File: src/design/pcas_pkg.sv
`default_nettype none
package pcas_pkg;

    localparam int DIV_W      = 24;
    localparam int DVS_W      = 17;
    localparam int DIV_CNT_W  = $clog2(DIV_W);
    localparam int CFG_IDX_W  = 1;
    localparam int CFG_DATA_W = 17;

    localparam logic       CMD_START    = 1'b0;
    localparam logic       CMD_FRAME    = 1'b1;

    localparam logic [1:0] KIND_START   = 2'd0;
    localparam logic [1:0] KIND_PORTION = 2'd1;
    localparam logic [1:0] KIND_ERROR   = 2'd2;

    localparam logic [CFG_IDX_W-1:0] CFG_PAGE_SIZE  = 1'b0;
    localparam logic [CFG_IDX_W-1:0] CFG_PAGE_LIMIT = 1'b1;

    localparam logic [DVS_W-1:0] PAGE_SIZE_MAX = 17'd65536;

    typedef enum logic [3:0] {
        ST_IDLE,
        ST_DIV_ADDR,
        ST_WAIT_ADDR,
        ST_CHECK,
        ST_WAIT_LEN,
        ST_EMIT_START,
        ST_EMIT_ERR,
        ST_MUL,
        ST_EMIT_PORTION
    } pcas_state_t;

    typedef struct packed {
        logic capture;
        logic div_start;
        logic div_len;
        logic save_start;
        logic mul;
        logic emit_start;
        logic emit_err;
        logic emit_portion;
    } pcas_cmd_t;

    typedef struct packed {
        logic div_busy;
        logic addr_err;
        logic multi_page;
        logic no_pages;
    } pcas_status_t;

    function automatic logic [DVS_W-1:0] eff_page_size(input logic [DVS_W-1:0] raw);
        logic [DVS_W-1:0] ps;
        ps = raw;
        if (raw == '0) begin
            ps = 17'd1;
        end else if (raw > PAGE_SIZE_MAX) begin
            ps = PAGE_SIZE_MAX;
        end
        return ps;
    endfunction

endpackage
`default_nettype wire

File: src/design/pcas_div.sv
`default_nettype none
module pcas_div
    import pcas_pkg::*;
(
    input  wire logic             aclk,
    input  wire logic             aresetn,
    input  wire logic             start,
    input  wire logic [DIV_W-1:0] dividend,
    input  wire logic [DVS_W-1:0] divisor,
    output logic                  busy,
    output logic [DIV_W-1:0]      quotient,
    output logic [DVS_W-1:0]      remainder
);

    logic                 busy_reg, busy_next;
    logic [DIV_CNT_W-1:0] cnt_reg, cnt_next;
    logic [DIV_W-1:0]     quo_reg, quo_next;
    logic [DVS_W-1:0]     rem_reg, rem_next;
    logic [DVS_W-1:0]     dvs_reg, dvs_next;
    logic [DVS_W:0]       trial;
    logic [DVS_W:0]       diff;
    logic                 fits;

    assign trial = {rem_reg, quo_reg[DIV_W-1]};
    assign diff  = trial - {1'b0, dvs_reg};
    assign fits  = trial >= {1'b0, dvs_reg};

    always_comb begin
        busy_next = busy_reg;
        cnt_next  = cnt_reg;
        quo_next  = quo_reg;
        rem_next  = rem_reg;
        dvs_next  = dvs_reg;
        if (start) begin
            busy_next = 1'b1;
            cnt_next  = '0;
            quo_next  = dividend;
            rem_next  = '0;
            dvs_next  = divisor;
        end else if (busy_reg) begin
            quo_next = {quo_reg[DIV_W-2:0], fits};
            rem_next = fits ? diff[DVS_W-1:0] : trial[DVS_W-1:0];
            cnt_next = cnt_reg + 1'b1;
            if (cnt_reg == DIV_CNT_W'(DIV_W - 1)) begin
                busy_next = 1'b0;
            end
        end
    end

    always_ff @(posedge aclk) begin
        if (!aresetn) begin
            busy_reg <= 1'b0;
            cnt_reg  <= '0;
        end else begin
            busy_reg <= busy_next;
            cnt_reg  <= cnt_next;
        end
        quo_reg <= quo_next;
        rem_reg <= rem_next;
        dvs_reg <= dvs_next;
    end

    assign busy      = busy_reg;
    assign quotient  = quo_reg;
    assign remainder = rem_reg;

endmodule
`default_nettype wire

File: src/design/pcas_datapath.sv
`default_nettype none
module pcas_datapath
    import pcas_pkg::*;
#(
    parameter int MAX_ACCESS_BYTES = 4096
) (
    input  wire logic                  aclk,
    input  wire logic                  aresetn,
    input  wire pcas_cmd_t             cmd,
    output pcas_status_t               status,
    input  wire logic                  cfg_write_en,
    input  wire logic [CFG_IDX_W-1:0]  cfg_index,
    input  wire logic [CFG_DATA_W-1:0] cfg_data,
    input  wire logic [23:0]           s_logical_address,
    input  wire logic [12:0]           s_access_length,
    input  wire logic [15:0]           s_frame_number,
    output logic [1:0]                 m_kind,
    output logic [15:0]                m_first_page,
    output logic [12:0]                m_pages_needed,
    output logic [12:0]                m_portion_base,
    output logic [12:0]                m_portion_length,
    output logic [31:0]                m_physical_address,
    output logic                       m_last
);

    localparam logic [16:0] MAX_LEN = 17'(MAX_ACCESS_BYTES);

    logic [16:0] page_size_reg;
    logic [15:0] page_limit_reg;

    logic [23:0] addr_reg;
    logic [12:0] len_reg, len_next;
    logic [15:0] frame_reg;

    logic [15:0] start_offset_reg;
    logic [12:0] bytes_left_reg;
    logic [12:0] data_base_reg;
    logic [12:0] pages_left_reg;
    logic        first_portion_reg;

    logic [15:0] page_reg;
    logic [15:0] off_reg;
    logic        multi_reg;
    logic [31:0] prod_reg;

    logic [1:0]  kind_reg;
    logic [15:0] first_page_reg;
    logic [12:0] pages_needed_reg;
    logic [12:0] portion_base_reg;
    logic [12:0] portion_length_reg;
    logic [31:0] phys_reg;
    logic        last_reg;

    logic [16:0] ps_eff;
    logic        div_busy;
    logic [23:0] div_quo;
    logic [16:0] div_rem;
    logic [23:0] div_dividend;
    logic [16:0] len_rem_sum;
    logic [16:0] avail;
    logic [12:0] pages;
    logic [32:0] product;
    logic [16:0] room;
    logic [16:0] plen_wide;
    logic [12:0] plen;
    logic [31:0] phys;

    assign ps_eff = eff_page_size(page_size_reg);

    assign len_next = ({4'b0, s_access_length} > MAX_LEN) ? 13'(MAX_LEN) : s_access_length;

    assign len_rem_sum  = {4'b0, len_reg} + div_rem - 17'd1;
    assign div_dividend = cmd.div_len ? {7'b0, len_rem_sum} : addr_reg;

    pcas_div u_div (
        .aclk      (aclk),
        .aresetn   (aresetn),
        .start     (cmd.div_start),
        .dividend  (div_dividend),
        .divisor   (ps_eff),
        .busy      (div_busy),
        .quotient  (div_quo),
        .remainder (div_rem)
    );

    assign avail = ps_eff - div_rem;

    assign status.div_busy   = div_busy;
    assign status.addr_err   = div_quo > {8'b0, page_limit_reg};
    assign status.multi_page = {4'b0, len_reg} > avail;
    assign status.no_pages   = pages_left_reg == '0;

    assign pages = multi_reg ? (div_quo[12:0] + 13'd1)
                             : ((len_reg == '0) ? 13'd0 : 13'd1);

    assign product = 33'(frame_reg) * 33'(ps_eff);

    always_comb begin
        if (first_portion_reg) begin
            room = (ps_eff > {1'b0, start_offset_reg}) ? ps_eff - {1'b0, start_offset_reg}
                                                       : 17'd0;
            phys = prod_reg + {16'b0, start_offset_reg};
        end else begin
            room = ps_eff;
            phys = prod_reg;
        end
        plen_wide = (room < {4'b0, bytes_left_reg}) ? room : {4'b0, bytes_left_reg};
        plen      = plen_wide[12:0];
    end

    always_ff @(posedge aclk) begin
        if (!aresetn) begin
            page_size_reg     <= 17'd32;
            page_limit_reg    <= 16'd64;
            start_offset_reg  <= '0;
            bytes_left_reg    <= '0;
            data_base_reg     <= '0;
            pages_left_reg    <= '0;
            first_portion_reg <= 1'b1;
        end else begin
            if (cfg_write_en) begin
                unique case (cfg_index)
                    CFG_PAGE_SIZE:  page_size_reg  <= cfg_data;
                    CFG_PAGE_LIMIT: page_limit_reg <= cfg_data[15:0];
                    default: ;
                endcase
            end
            if (cmd.emit_start) begin
                start_offset_reg  <= off_reg;
                bytes_left_reg    <= len_reg;
                data_base_reg     <= '0;
                pages_left_reg    <= pages;
                first_portion_reg <= 1'b1;
            end else if (cmd.emit_err) begin
                start_offset_reg  <= '0;
                bytes_left_reg    <= '0;
                data_base_reg     <= '0;
                pages_left_reg    <= '0;
                first_portion_reg <= 1'b1;
            end else if (cmd.emit_portion) begin
                data_base_reg     <= data_base_reg + plen;
                bytes_left_reg    <= bytes_left_reg - plen;
                pages_left_reg    <= pages_left_reg - 13'd1;
                first_portion_reg <= 1'b0;
            end
        end
    end

    always_ff @(posedge aclk) begin
        if (cmd.capture) begin
            addr_reg  <= s_logical_address;
            len_reg   <= len_next;
            frame_reg <= s_frame_number;
        end
        if (cmd.save_start) begin
            page_reg  <= div_quo[15:0];
            off_reg   <= div_rem[15:0];
            multi_reg <= status.multi_page;
        end
        if (cmd.mul) begin
            prod_reg <= product[31:0];
        end
        if (cmd.emit_start) begin
            kind_reg           <= KIND_START;
            first_page_reg     <= page_reg;
            pages_needed_reg   <= pages;
            portion_base_reg   <= '0;
            portion_length_reg <= '0;
            phys_reg           <= '0;
            last_reg           <= 1'b0;
        end else if (cmd.emit_err) begin
            kind_reg           <= KIND_ERROR;
            first_page_reg     <= '0;
            pages_needed_reg   <= '0;
            portion_base_reg   <= '0;
            portion_length_reg <= '0;
            phys_reg           <= '0;
            last_reg           <= 1'b0;
        end else if (cmd.emit_portion) begin
            kind_reg           <= KIND_PORTION;
            first_page_reg     <= '0;
            pages_needed_reg   <= '0;
            portion_base_reg   <= data_base_reg;
            portion_length_reg <= plen;
            phys_reg           <= phys;
            last_reg           <= pages_left_reg == 13'd1;
        end
    end

    assign m_kind             = kind_reg;
    assign m_first_page       = first_page_reg;
    assign m_pages_needed     = pages_needed_reg;
    assign m_portion_base     = portion_base_reg;
    assign m_portion_length   = portion_length_reg;
    assign m_physical_address = phys_reg;
    assign m_last             = last_reg;

endmodule
`default_nettype wire

File: src/design/pcas_ctrl.sv
`default_nettype none
module pcas_ctrl
    import pcas_pkg::*;
(
    input  wire logic         aclk,
    input  wire logic         aresetn,
    input  wire logic         s_valid,
    output logic              s_ready,
    input  wire logic         s_command,
    output logic              m_valid,
    input  wire logic         m_ready,
    output pcas_cmd_t         cmd,
    input  wire pcas_status_t status
);

    pcas_state_t state_reg, state_next;
    logic        out_valid_reg, out_valid_next;
    logic        out_free;
    logic        emit;

    assign out_free = !out_valid_reg || m_ready;
    assign emit     = cmd.emit_start || cmd.emit_err || cmd.emit_portion;

    always_ff @(posedge aclk) begin
        if (!aresetn) begin
            state_reg     <= ST_IDLE;
            out_valid_reg <= 1'b0;
        end else begin
            state_reg     <= state_next;
            out_valid_reg <= out_valid_next;
        end
    end

    always_comb begin
        state_next = state_reg;
        cmd        = '0;
        s_ready    = 1'b0;
        unique case (state_reg)
            ST_IDLE: begin
                s_ready = 1'b1;
                if (s_valid) begin
                    cmd.capture = 1'b1;
                    if (s_command == CMD_START) begin
                        state_next = ST_DIV_ADDR;
                    end else if (!status.no_pages) begin
                        state_next = ST_MUL;
                    end
                end
            end
            ST_DIV_ADDR: begin
                cmd.div_start = 1'b1;
                state_next    = ST_WAIT_ADDR;
            end
            ST_WAIT_ADDR: begin
                if (!status.div_busy) begin
                    state_next = ST_CHECK;
                end
            end
            ST_CHECK: begin
                cmd.save_start = 1'b1;
                if (status.addr_err) begin
                    state_next = ST_EMIT_ERR;
                end else if (status.multi_page) begin
                    cmd.div_start = 1'b1;
                    cmd.div_len   = 1'b1;
                    state_next    = ST_WAIT_LEN;
                end else begin
                    state_next = ST_EMIT_START;
                end
            end
            ST_WAIT_LEN: begin
                if (!status.div_busy) begin
                    state_next = ST_EMIT_START;
                end
            end
            ST_EMIT_START: begin
                if (out_free) begin
                    cmd.emit_start = 1'b1;
                    state_next     = ST_IDLE;
                end
            end
            ST_EMIT_ERR: begin
                if (out_free) begin
                    cmd.emit_err = 1'b1;
                    state_next   = ST_IDLE;
                end
            end
            ST_MUL: begin
                cmd.mul    = 1'b1;
                state_next = ST_EMIT_PORTION;
            end
            ST_EMIT_PORTION: begin
                if (out_free) begin
                    cmd.emit_portion = 1'b1;
                    state_next       = ST_IDLE;
                end
            end
            default: state_next = ST_IDLE;
        endcase
    end

    always_comb begin
        out_valid_next = out_valid_reg;
        if (emit) begin
            out_valid_next = 1'b1;
        end else if (m_ready) begin
            out_valid_next = 1'b0;
        end
    end

    assign m_valid = out_valid_reg;

    assert property (@(posedge aclk) disable iff (!aresetn)
        (out_valid_reg && !m_ready) |-> !emit)
        else $error("result overwritten before transfer");

    assert property (@(posedge aclk) disable iff (!aresetn)
        cmd.div_start |=> status.div_busy)
        else $error("divider did not start");

    assert property (@(posedge aclk) disable iff (!aresetn)
        (state_reg == ST_CHECK || state_reg == ST_EMIT_START) |-> !status.div_busy)
        else $error("division result used while divider busy");

    assert property (@(posedge aclk) disable iff (!aresetn)
        (s_valid && s_ready && s_command == CMD_FRAME && status.no_pages)
        |=> (state_reg == ST_IDLE && !$rose(m_valid)))
        else $error("frame without pending access produced a result");

endmodule
`default_nettype wire

File: src/design/page_crossing_access_splitter_core.sv
// Paged access splitter. A start transfer (command 0) divides the logical address by
// the page size in a shared 24-step restoring divider, one quotient bit per cycle;
// the same divider runs a second pass to count pages when the access crosses a page.
// A frame transfer (command 1) registers the frame times page size product, then does
// the offset add and result load. Frames with no access pending are dropped without a
// result. Results sit in an output register, so the next input is taken while a result
// still waits; a further result stalls until the waiting one is transferred.
// Configuration writes (index 0 page size, index 1 page limit) take effect at once and
// belong in idle time.
`default_nettype none
module page_crossing_access_splitter_core
    import pcas_pkg::*;
#(
    parameter int MAX_ACCESS_BYTES = 4096
) (
    input  wire logic                  aclk,
    input  wire logic                  aresetn,
    input  wire logic                  cfg_write_en,
    input  wire logic [CFG_IDX_W-1:0]  cfg_index,
    input  wire logic [CFG_DATA_W-1:0] cfg_data,
    input  wire logic                  s_valid,
    output logic                       s_ready,
    input  wire logic                  s_command,
    input  wire logic [23:0]           s_logical_address,
    input  wire logic [12:0]           s_access_length,
    input  wire logic [15:0]           s_frame_number,
    output logic                       m_valid,
    input  wire logic                  m_ready,
    output logic [1:0]                 m_kind,
    output logic [15:0]                m_first_page,
    output logic [12:0]                m_pages_needed,
    output logic [12:0]                m_portion_base,
    output logic [12:0]                m_portion_length,
    output logic [31:0]                m_physical_address,
    output logic                       m_last
);

    pcas_cmd_t    cmd;
    pcas_status_t status;

    pcas_ctrl u_ctrl (
        .aclk      (aclk),
        .aresetn   (aresetn),
        .s_valid   (s_valid),
        .s_ready   (s_ready),
        .s_command (s_command),
        .m_valid   (m_valid),
        .m_ready   (m_ready),
        .cmd       (cmd),
        .status    (status)
    );

    pcas_datapath #(
        .MAX_ACCESS_BYTES (MAX_ACCESS_BYTES)
    ) u_datapath (
        .aclk               (aclk),
        .aresetn            (aresetn),
        .cmd                (cmd),
        .status             (status),
        .cfg_write_en       (cfg_write_en),
        .cfg_index          (cfg_index),
        .cfg_data           (cfg_data),
        .s_logical_address  (s_logical_address),
        .s_access_length    (s_access_length),
        .s_frame_number     (s_frame_number),
        .m_kind             (m_kind),
        .m_first_page       (m_first_page),
        .m_pages_needed     (m_pages_needed),
        .m_portion_base     (m_portion_base),
        .m_portion_length   (m_portion_length),
        .m_physical_address (m_physical_address),
        .m_last             (m_last)
    );

endmodule
`default_nettype wire
File: config.mk
export PLATFORM = sky130hd
export DESIGN_NAME = page_crossing_access_splitter_core
export DESIGN_NICKNAME = d
export VERILOG_FILES = /design/src/design/pcas_pkg.sv /design/src/design/pcas_div.sv /design/src/design/pcas_datapath.sv /design/src/design/pcas_ctrl.sv /design/src/design/page_crossing_access_splitter_core.sv
export SDC_FILE = /design/constraint.sdc
export NUM_CORES = 2
export LEC_CHECK = 0
export ABC_AREA = 1
export BUFFER_PORTS_ARGS = -buffer_cell sky130_fd_sc_hd__buf_4
export CORE_MARGIN = 1
export CORE_UTILIZATION = 60
export DETAILED_ROUTE_END_ITERATION = 12
export GPL_TIMING_DRIVEN = 0
export MAX_ROUTING_LAYER = met4
export PLACE_DENSITY = 0.79
export SYNTH_ARGS = -nofsm -noshare
export SYNTH_HDL_FRONTEND = slang
export SYNTH_SLANG_ARGS = --single-unit
File: constraint.sdc
create_clock -name aclk -period 8.8 [get_ports aclk]
set_clock_uncertainty 0.2 [all_clocks]
set_input_delay 1.76 -clock aclk [delete_from_list [all_inputs] [get_ports aclk]]
set_output_delay 1.76 -clock aclk [all_outputs]
set_load 0.01 [all_outputs]
Yosys cells after proc, flatten, opt, wreduce, memory -nomap -nowiden
Index checks and enable logic that the tools add are counted.
{"block": "classes", "add_sub_neg": 11, "multipliers": 1, "magnitude_cmp": 7, "n_eq_ne": 15, "mux": 54, "bitwise": 2, "n_reduce_logical": 20}
{"op": "$mux 13", "count": 11}
{"op": "$mux 17", "count": 5}
{"op": "$mux 16", "count": 5}
{"op": "$mux 24", "count": 3}
{"op": "$sub 17x17->17", "count": 2}
{"op": "$add 32x16->32", "count": 1}
{"op": "$mul 16x17->32", "count": 1}
{"op": "$mux 32", "count": 1}
{"op": "$pmux 4 s7", "count": 1}
{"op": "$logic_not 13->1", "count": 2}
{"op": "$gt 24x16->1", "count": 1}
{"op": "$mux 4", "count": 6}
{"op": "$ge 18x17->1", "count": 1}
{"op": "$add 13x17->17", "count": 1}
{"op": "$gt 13x17->1", "count": 1}
{"op": "$gt 17x16->1", "count": 1}
{"op": "$gt 17x17->1 const B", "count": 1}
{"op": "$logic_not 17->1", "count": 1}
{"op": "$lt 17x13->1", "count": 1}
{"op": "$sub 17x1->17 const B", "count": 1}
{"op": "$sub 17x16->17", "count": 1}
{"op": "$eq 4x3->1 const B", "count": 4}
{"op": "$mux 1", "count": 15}
{"op": "$add 13x1->13 const B", "count": 1}
{"op": "25 further kinds", "count": 42}
{"block": "word_totals", "register_bits": 366, "in_bits": 77, "word_cells": 139}

Logic depth before layout (Yosys ltp)
{"block": "depth", "word_depth": 12, "ltp_mapped": 51, "mapped_depth_nobuf": 46}

Cells and area by module
A second synthesis with hierarchy kept.
{"block": "hier_totals", "hier_cells": 3723, "area_unflattened_um2": 30028.8}
{"mod": "pcas_datapath", "instances": 1, "cells_each": 3141, "area_each_um2": 25725.9, "seq_area_each_um2": 7417.1}
{"mod": "pcas_div", "instances": 1, "cells_each": 505, "area_each_um2": 3836.2, "seq_area_each_um2": 1691.6}
{"mod": "pcas_ctrl", "instances": 1, "cells_each": 77, "area_each_um2": 466.7, "seq_area_each_um2": 100.1}

Least setup slack after synthesis
OpenSTA, ideal clock, no wires.
{"block": "synth_path", "path_kind": "reg2reg", "start": "register u_datapath.page_size_reg[6]", "end": "register u_datapath.prod_reg[30], data pin", "setup_ps": 258, "t_arrival_ps": 6733, "path_slack_ps": 1610, "stages_incl_launch_ff": 35, "path_buffers": 2, "synth_period_minus_slack_ps": 7190, "cell_sequence": "dfxtp_1 > nor2_1 > nand2_1 > nor2_1 > nand2_1 > nand2_2 > buf_2 > nand2_1 > inv_1 > clkbuf_1 > nand2_1 > fa_1 > inv_1 > fa_1 > inv_1 > fa_1 > inv_1 > fa_1 > inv_1 > fa_1 > inv_1 > fa_1 > ha_1 > a21oi_1 > o21ai_0 > a21oi_1 > o21ai_1 > a21oi_1 > o21bai_1 > a21boi_1 > o21ai_0 > nand2_1 > nand2_1 > a21oi_1 > xnor2_1"}
{"block": "synth_between", "elab_chain_cells": 4, "elab_cells_between_ends": 5}
{"element": "start: declaration", "line": "pcas_datapath.sv:28", "rtl": "logic [16:0] page_size_reg;"}
{"element": "start signal: assignment", "line": "pcas_datapath.sv:123", "rtl": "CFG_PAGE_SIZE: page_size_reg <= cfg_data;"}
{"element": "$gt 17x17->1", "line": "pcas_pkg.sv:57", "rtl": "end else if (raw > PAGE_SIZE_MAX) begin"}
{"element": "$mux 17", "line": "pcas_pkg.sv:57"}
{"element": "$mux 17 *", "line": "pcas_pkg.sv:55", "rtl": "if (raw == '0) begin"}
{"element": "net u_datapath.ps_eff[7]", "line": "pcas_datapath.sv:54", "rtl": "logic [16:0] ps_eff;"}
{"element": "$mul 16x17->32 *", "line": "pcas_datapath.sv:96", "rtl": "assign product = 33'(frame_reg) * 33'(ps_eff);"}
{"element": "net u_datapath.product[30]", "line": "pcas_datapath.sv:62", "rtl": "logic [32:0] product;"}
{"element": "end signal: assignment", "line": "pcas_datapath.sv:161", "rtl": "prod_reg <= product[31:0];"}
{"element": "end: declaration", "line": "pcas_datapath.sv:44", "rtl": "logic [31:0] prod_reg;"}
The timed path passes the listed nets; every way through them passes the cells marked *.
A chain may end at the register's enable or synchronous reset.

Worst setup path in the final report
{"block": "layout_path", "start": "register u_datapath.page_size_reg[7]", "end": "register u_datapath.prod_reg[31], data pin"}
The elaborated chain is that of the path after synthesis.

==> flow_summary_export.csv <==
group,metric,value,unit
run_status,status,"finished, final reports clean",
setup_path,startpoint,"u_datapath.page_size_reg[7]$_SDFFE_PN0P_",
layout,drive_above_1_share,9.17,%
sta,hold_viol_final,0,
sta,slew_headroom,9.73,%
cts,cts_tree,"yes",
cts,clock-root-buffer,"clkbuf_16",
cts,cts_buffer_depth,3,
floorplan,rows,80,
setup_path,crit_top_cell,"nand2_1",
cts,cts.sinks,366,
synth,synth-seq-area-share,31.5,%
grt,grt_pass1_vias,24300,
setup_path,reg2regPathDepth,30,
grt,antenna_found_initial,1,
detailed_routing,detail_route.first_pass.iterations,7,
sta,min_period,8.68,ns
floorplan,die_w,223,µm
sta,fmax,115,MHz
synth,synth-edff-count,188,
layout,finalNonFillerCells,4423,
sta,holdWs,0.251,ns
synth,synthCells,3550,
grt,grt_usage,35.4,%
detailed_routing,viasPerCell,5.70,
setup_path,rr_endpoint,"u_datapath.prod_reg[31]$_DFFE_PP_",
grt,grt_max_degree,39,
setup_path,cp-endpoint,"u_datapath.prod_reg[31]$_DFFE_PP_",
detailed_routing,vias,25200,
power_and_ir_drop,p_per_area,323,mW/mm²
setup_path,regToRegStartpoint,"u_datapath.page_size_reg[7]$_SDFFE_PN0P_",
setup_path,cp_data_required_time,8.96,ns
cts,clock_latency,0.60,ns
synth,synthesis.area,0.0292,mm²
floorplan,dieArea,0.0496,mm²
synth,synth_area_leaders,"edfxtp_1, fa_1, dfxtp_1, ha_1, nand2_1",
synth,ys_top_cells_by_count,"nand2_1, inv_1, nor2_1, ha_1, a21oi_1",
layout,final_nets,4323,
placement,gp_congestion,0.994,
synth,yosys.area.top_type,"edfxtp_1",
setup_path,rrSetupSlack,0.12,ns
synth,syn-num-nets,4099,
setup_path,cpPeakStageDelay,0.76,ns
setup_path,crit_path_start_kind,"register",
synth,yosysWarnings,0,
detailed_routing,drtAntennaViolNets,0,
cts,h-tree-depth,2,
sta,slew_violations,0,
setup_path,crit_type,"reg -> reg",
hold_path,holdCritStartpoint,"u_datapath.m_physical_address[8]$_SDFFE_PP0P_",
floorplan,ioPinCount,169,
setup_path,crit_path_top_delay_cell,"buf_1",
synth,yosys.cell_count.top_type,"nand2_1",
synth,ys_dominant_reg_cell,"edfxtp_1",
sta,worst_pin_slew,1.35,ns
floorplan,core-area,0.0478,mm²
synth,synthArstFlopShare,0,%
detailed_routing,routedWlPerCell,19.1,µm
hold_path,hp-class,"reg -> reg",
power_and_ir_drop,ir_worst_vdd,249,µV
setup_path,path_max_fanout,12,
floorplan,initial_core_util,61.0,%
synth,yosys_register_bits,366,
power_and_ir_drop,leakage,15.9,nW
power_and_ir_drop,p_total,10.7,mW
placement,port_buffers,167,
flow_run,cap_viol_max_count,0,
detailed_routing,post-route-drc-count,0,
setup_path,end_kind,"register",
sta,setup_viol,0,
detailed_routing,drtIter0Drc,2510,
grt,grt_pass1_wl,131,mm
layout,area_growth,12.9,%
floorplan,dieHeight,223,µm
synth,syn_area_per_cell,8.23,µm²
synth,synth.distinct_cells,66,
sta,finalCritPeriodShare,98.6,%
grt,grt_overflow,0,
sta,tns,0,ns
setup_path,crit_arrival,8.84,ns
cts,numCtsBuffers,43,
placement,placed_cells,4335,
cts,cts_hold_buf,0,
cts,path_clk_slew,0.06,ns
synth,synth_top_cell_area_share,19.3,%
placement,place_hpwl,66.0,mm
detailed_routing,drt_wl_total,84.5,mm
-- worst min path at each step --
stage	endpoint	slack [ns]	cells past startpoint
floorplan	u_datapath.page_limit_reg[10]$_SDFFE_PN0P_	0.23	2
global placement	u_datapath.m_portion_length[0]$_SDFFE_PP0P_	0.24	2
detailed placement	u_datapath.m_physical_address[7]$_SDFFE_PP0P_	0.24	2
CTS	u_datapath.m_physical_address[7]$_SDFFE_PP0P_	0.25	2
global route	u_datapath.m_physical_address[11]$_SDFFE_PP0P_	0.26	2
finish	u_datapath.m_physical_address[8]$_SDFFE_PP0P_	0.25	2
-- per-stage QoR --
stage / area (µm²) / worst slack (ns) / utilization [%]
finish: 33000 / 0.121 / 68.9
global route: 33000 / -0.00313 / 68.9
CTS: 32800 / 0.0345 / 68.5
detailed placement: 31300 / -0.235 / 65.5
global placement: 31200 / -0.184 / 65.3
floorplan: 29200 / 1.61 / -
-- final cells by class --
class / instances / area, µm²
antenna: 1 / 2.50
buffer: 104 / 430
clock buffer: 52 / 1150
clock inverter: 26 / 310
fill: 3891 / 14900
inverter: 667 / 2530
multi-input combinational: 2405 / 17100
sequential: 366 / 9210
tap: 615 / 769
timing repair buffer: 187 / 1490
-- critical path: cells and delay by family, from the launching register on --
kind	cells	cell delay, ns
fa+ha+maj	7	3.49
compound gates	7	1.53
buf+inv	5	1.25
simple gates	10	1.22
xor+xnor	1	0.39
flops	1	0.35
-- timing repair --
| item | in CTS | in global routing |
|---|---|---|
| gates cloned | 0 | 0 |
| setup buffers | 0 | 17 |
| gates resized for setup | 0 | 24 |
| setup endpoints to repair | 3 | 16 |
-- placed cells by master (no fill, tap or decap), types with 32 or more instances in the layout --
master and n:
nand2_1 682, inv_1 646, nor2_1 297, ha_1 258
a21oi_1 226, o21ai_0 225, fa_1 214, edfxtp_1 188
buf_4 181, dfxtp_1 178, nand3_1 108, clkbuf_1 84
xor2_1 73, xnor2_1 56, clkbuf_16 44, nor3_1 32
-- routing by layer --
metal | global-route usage, % | share of wire, % | vias to the layer above
li1 | - | - | 11800
met1 | 45.5 | 40 | 12000
met2 | 56.1 | 46 | 1167
met3 | 6.12 | 9.6 | 225
met4 | 13.2 | 4.0 | 0
met5 | - | 0 | -
-- kinds of logic after synthesis --
family	synth area share, %
compound gates	11.4
mux	0.0343
simple gates	17.3
buf+inv	10.1
xor+xnor	3.87
fa+ha+maj	25.7
flops	31.5
-- report_power, final --
part,switching (mW),internal [mW],leakage [nW]
Clock,0.767,1.09,0.716
Sequential,0.279,2.35,3.20
Combinational,3.87,2.30,12.0
Note: power is estimated with default switching activity, not from simulation.
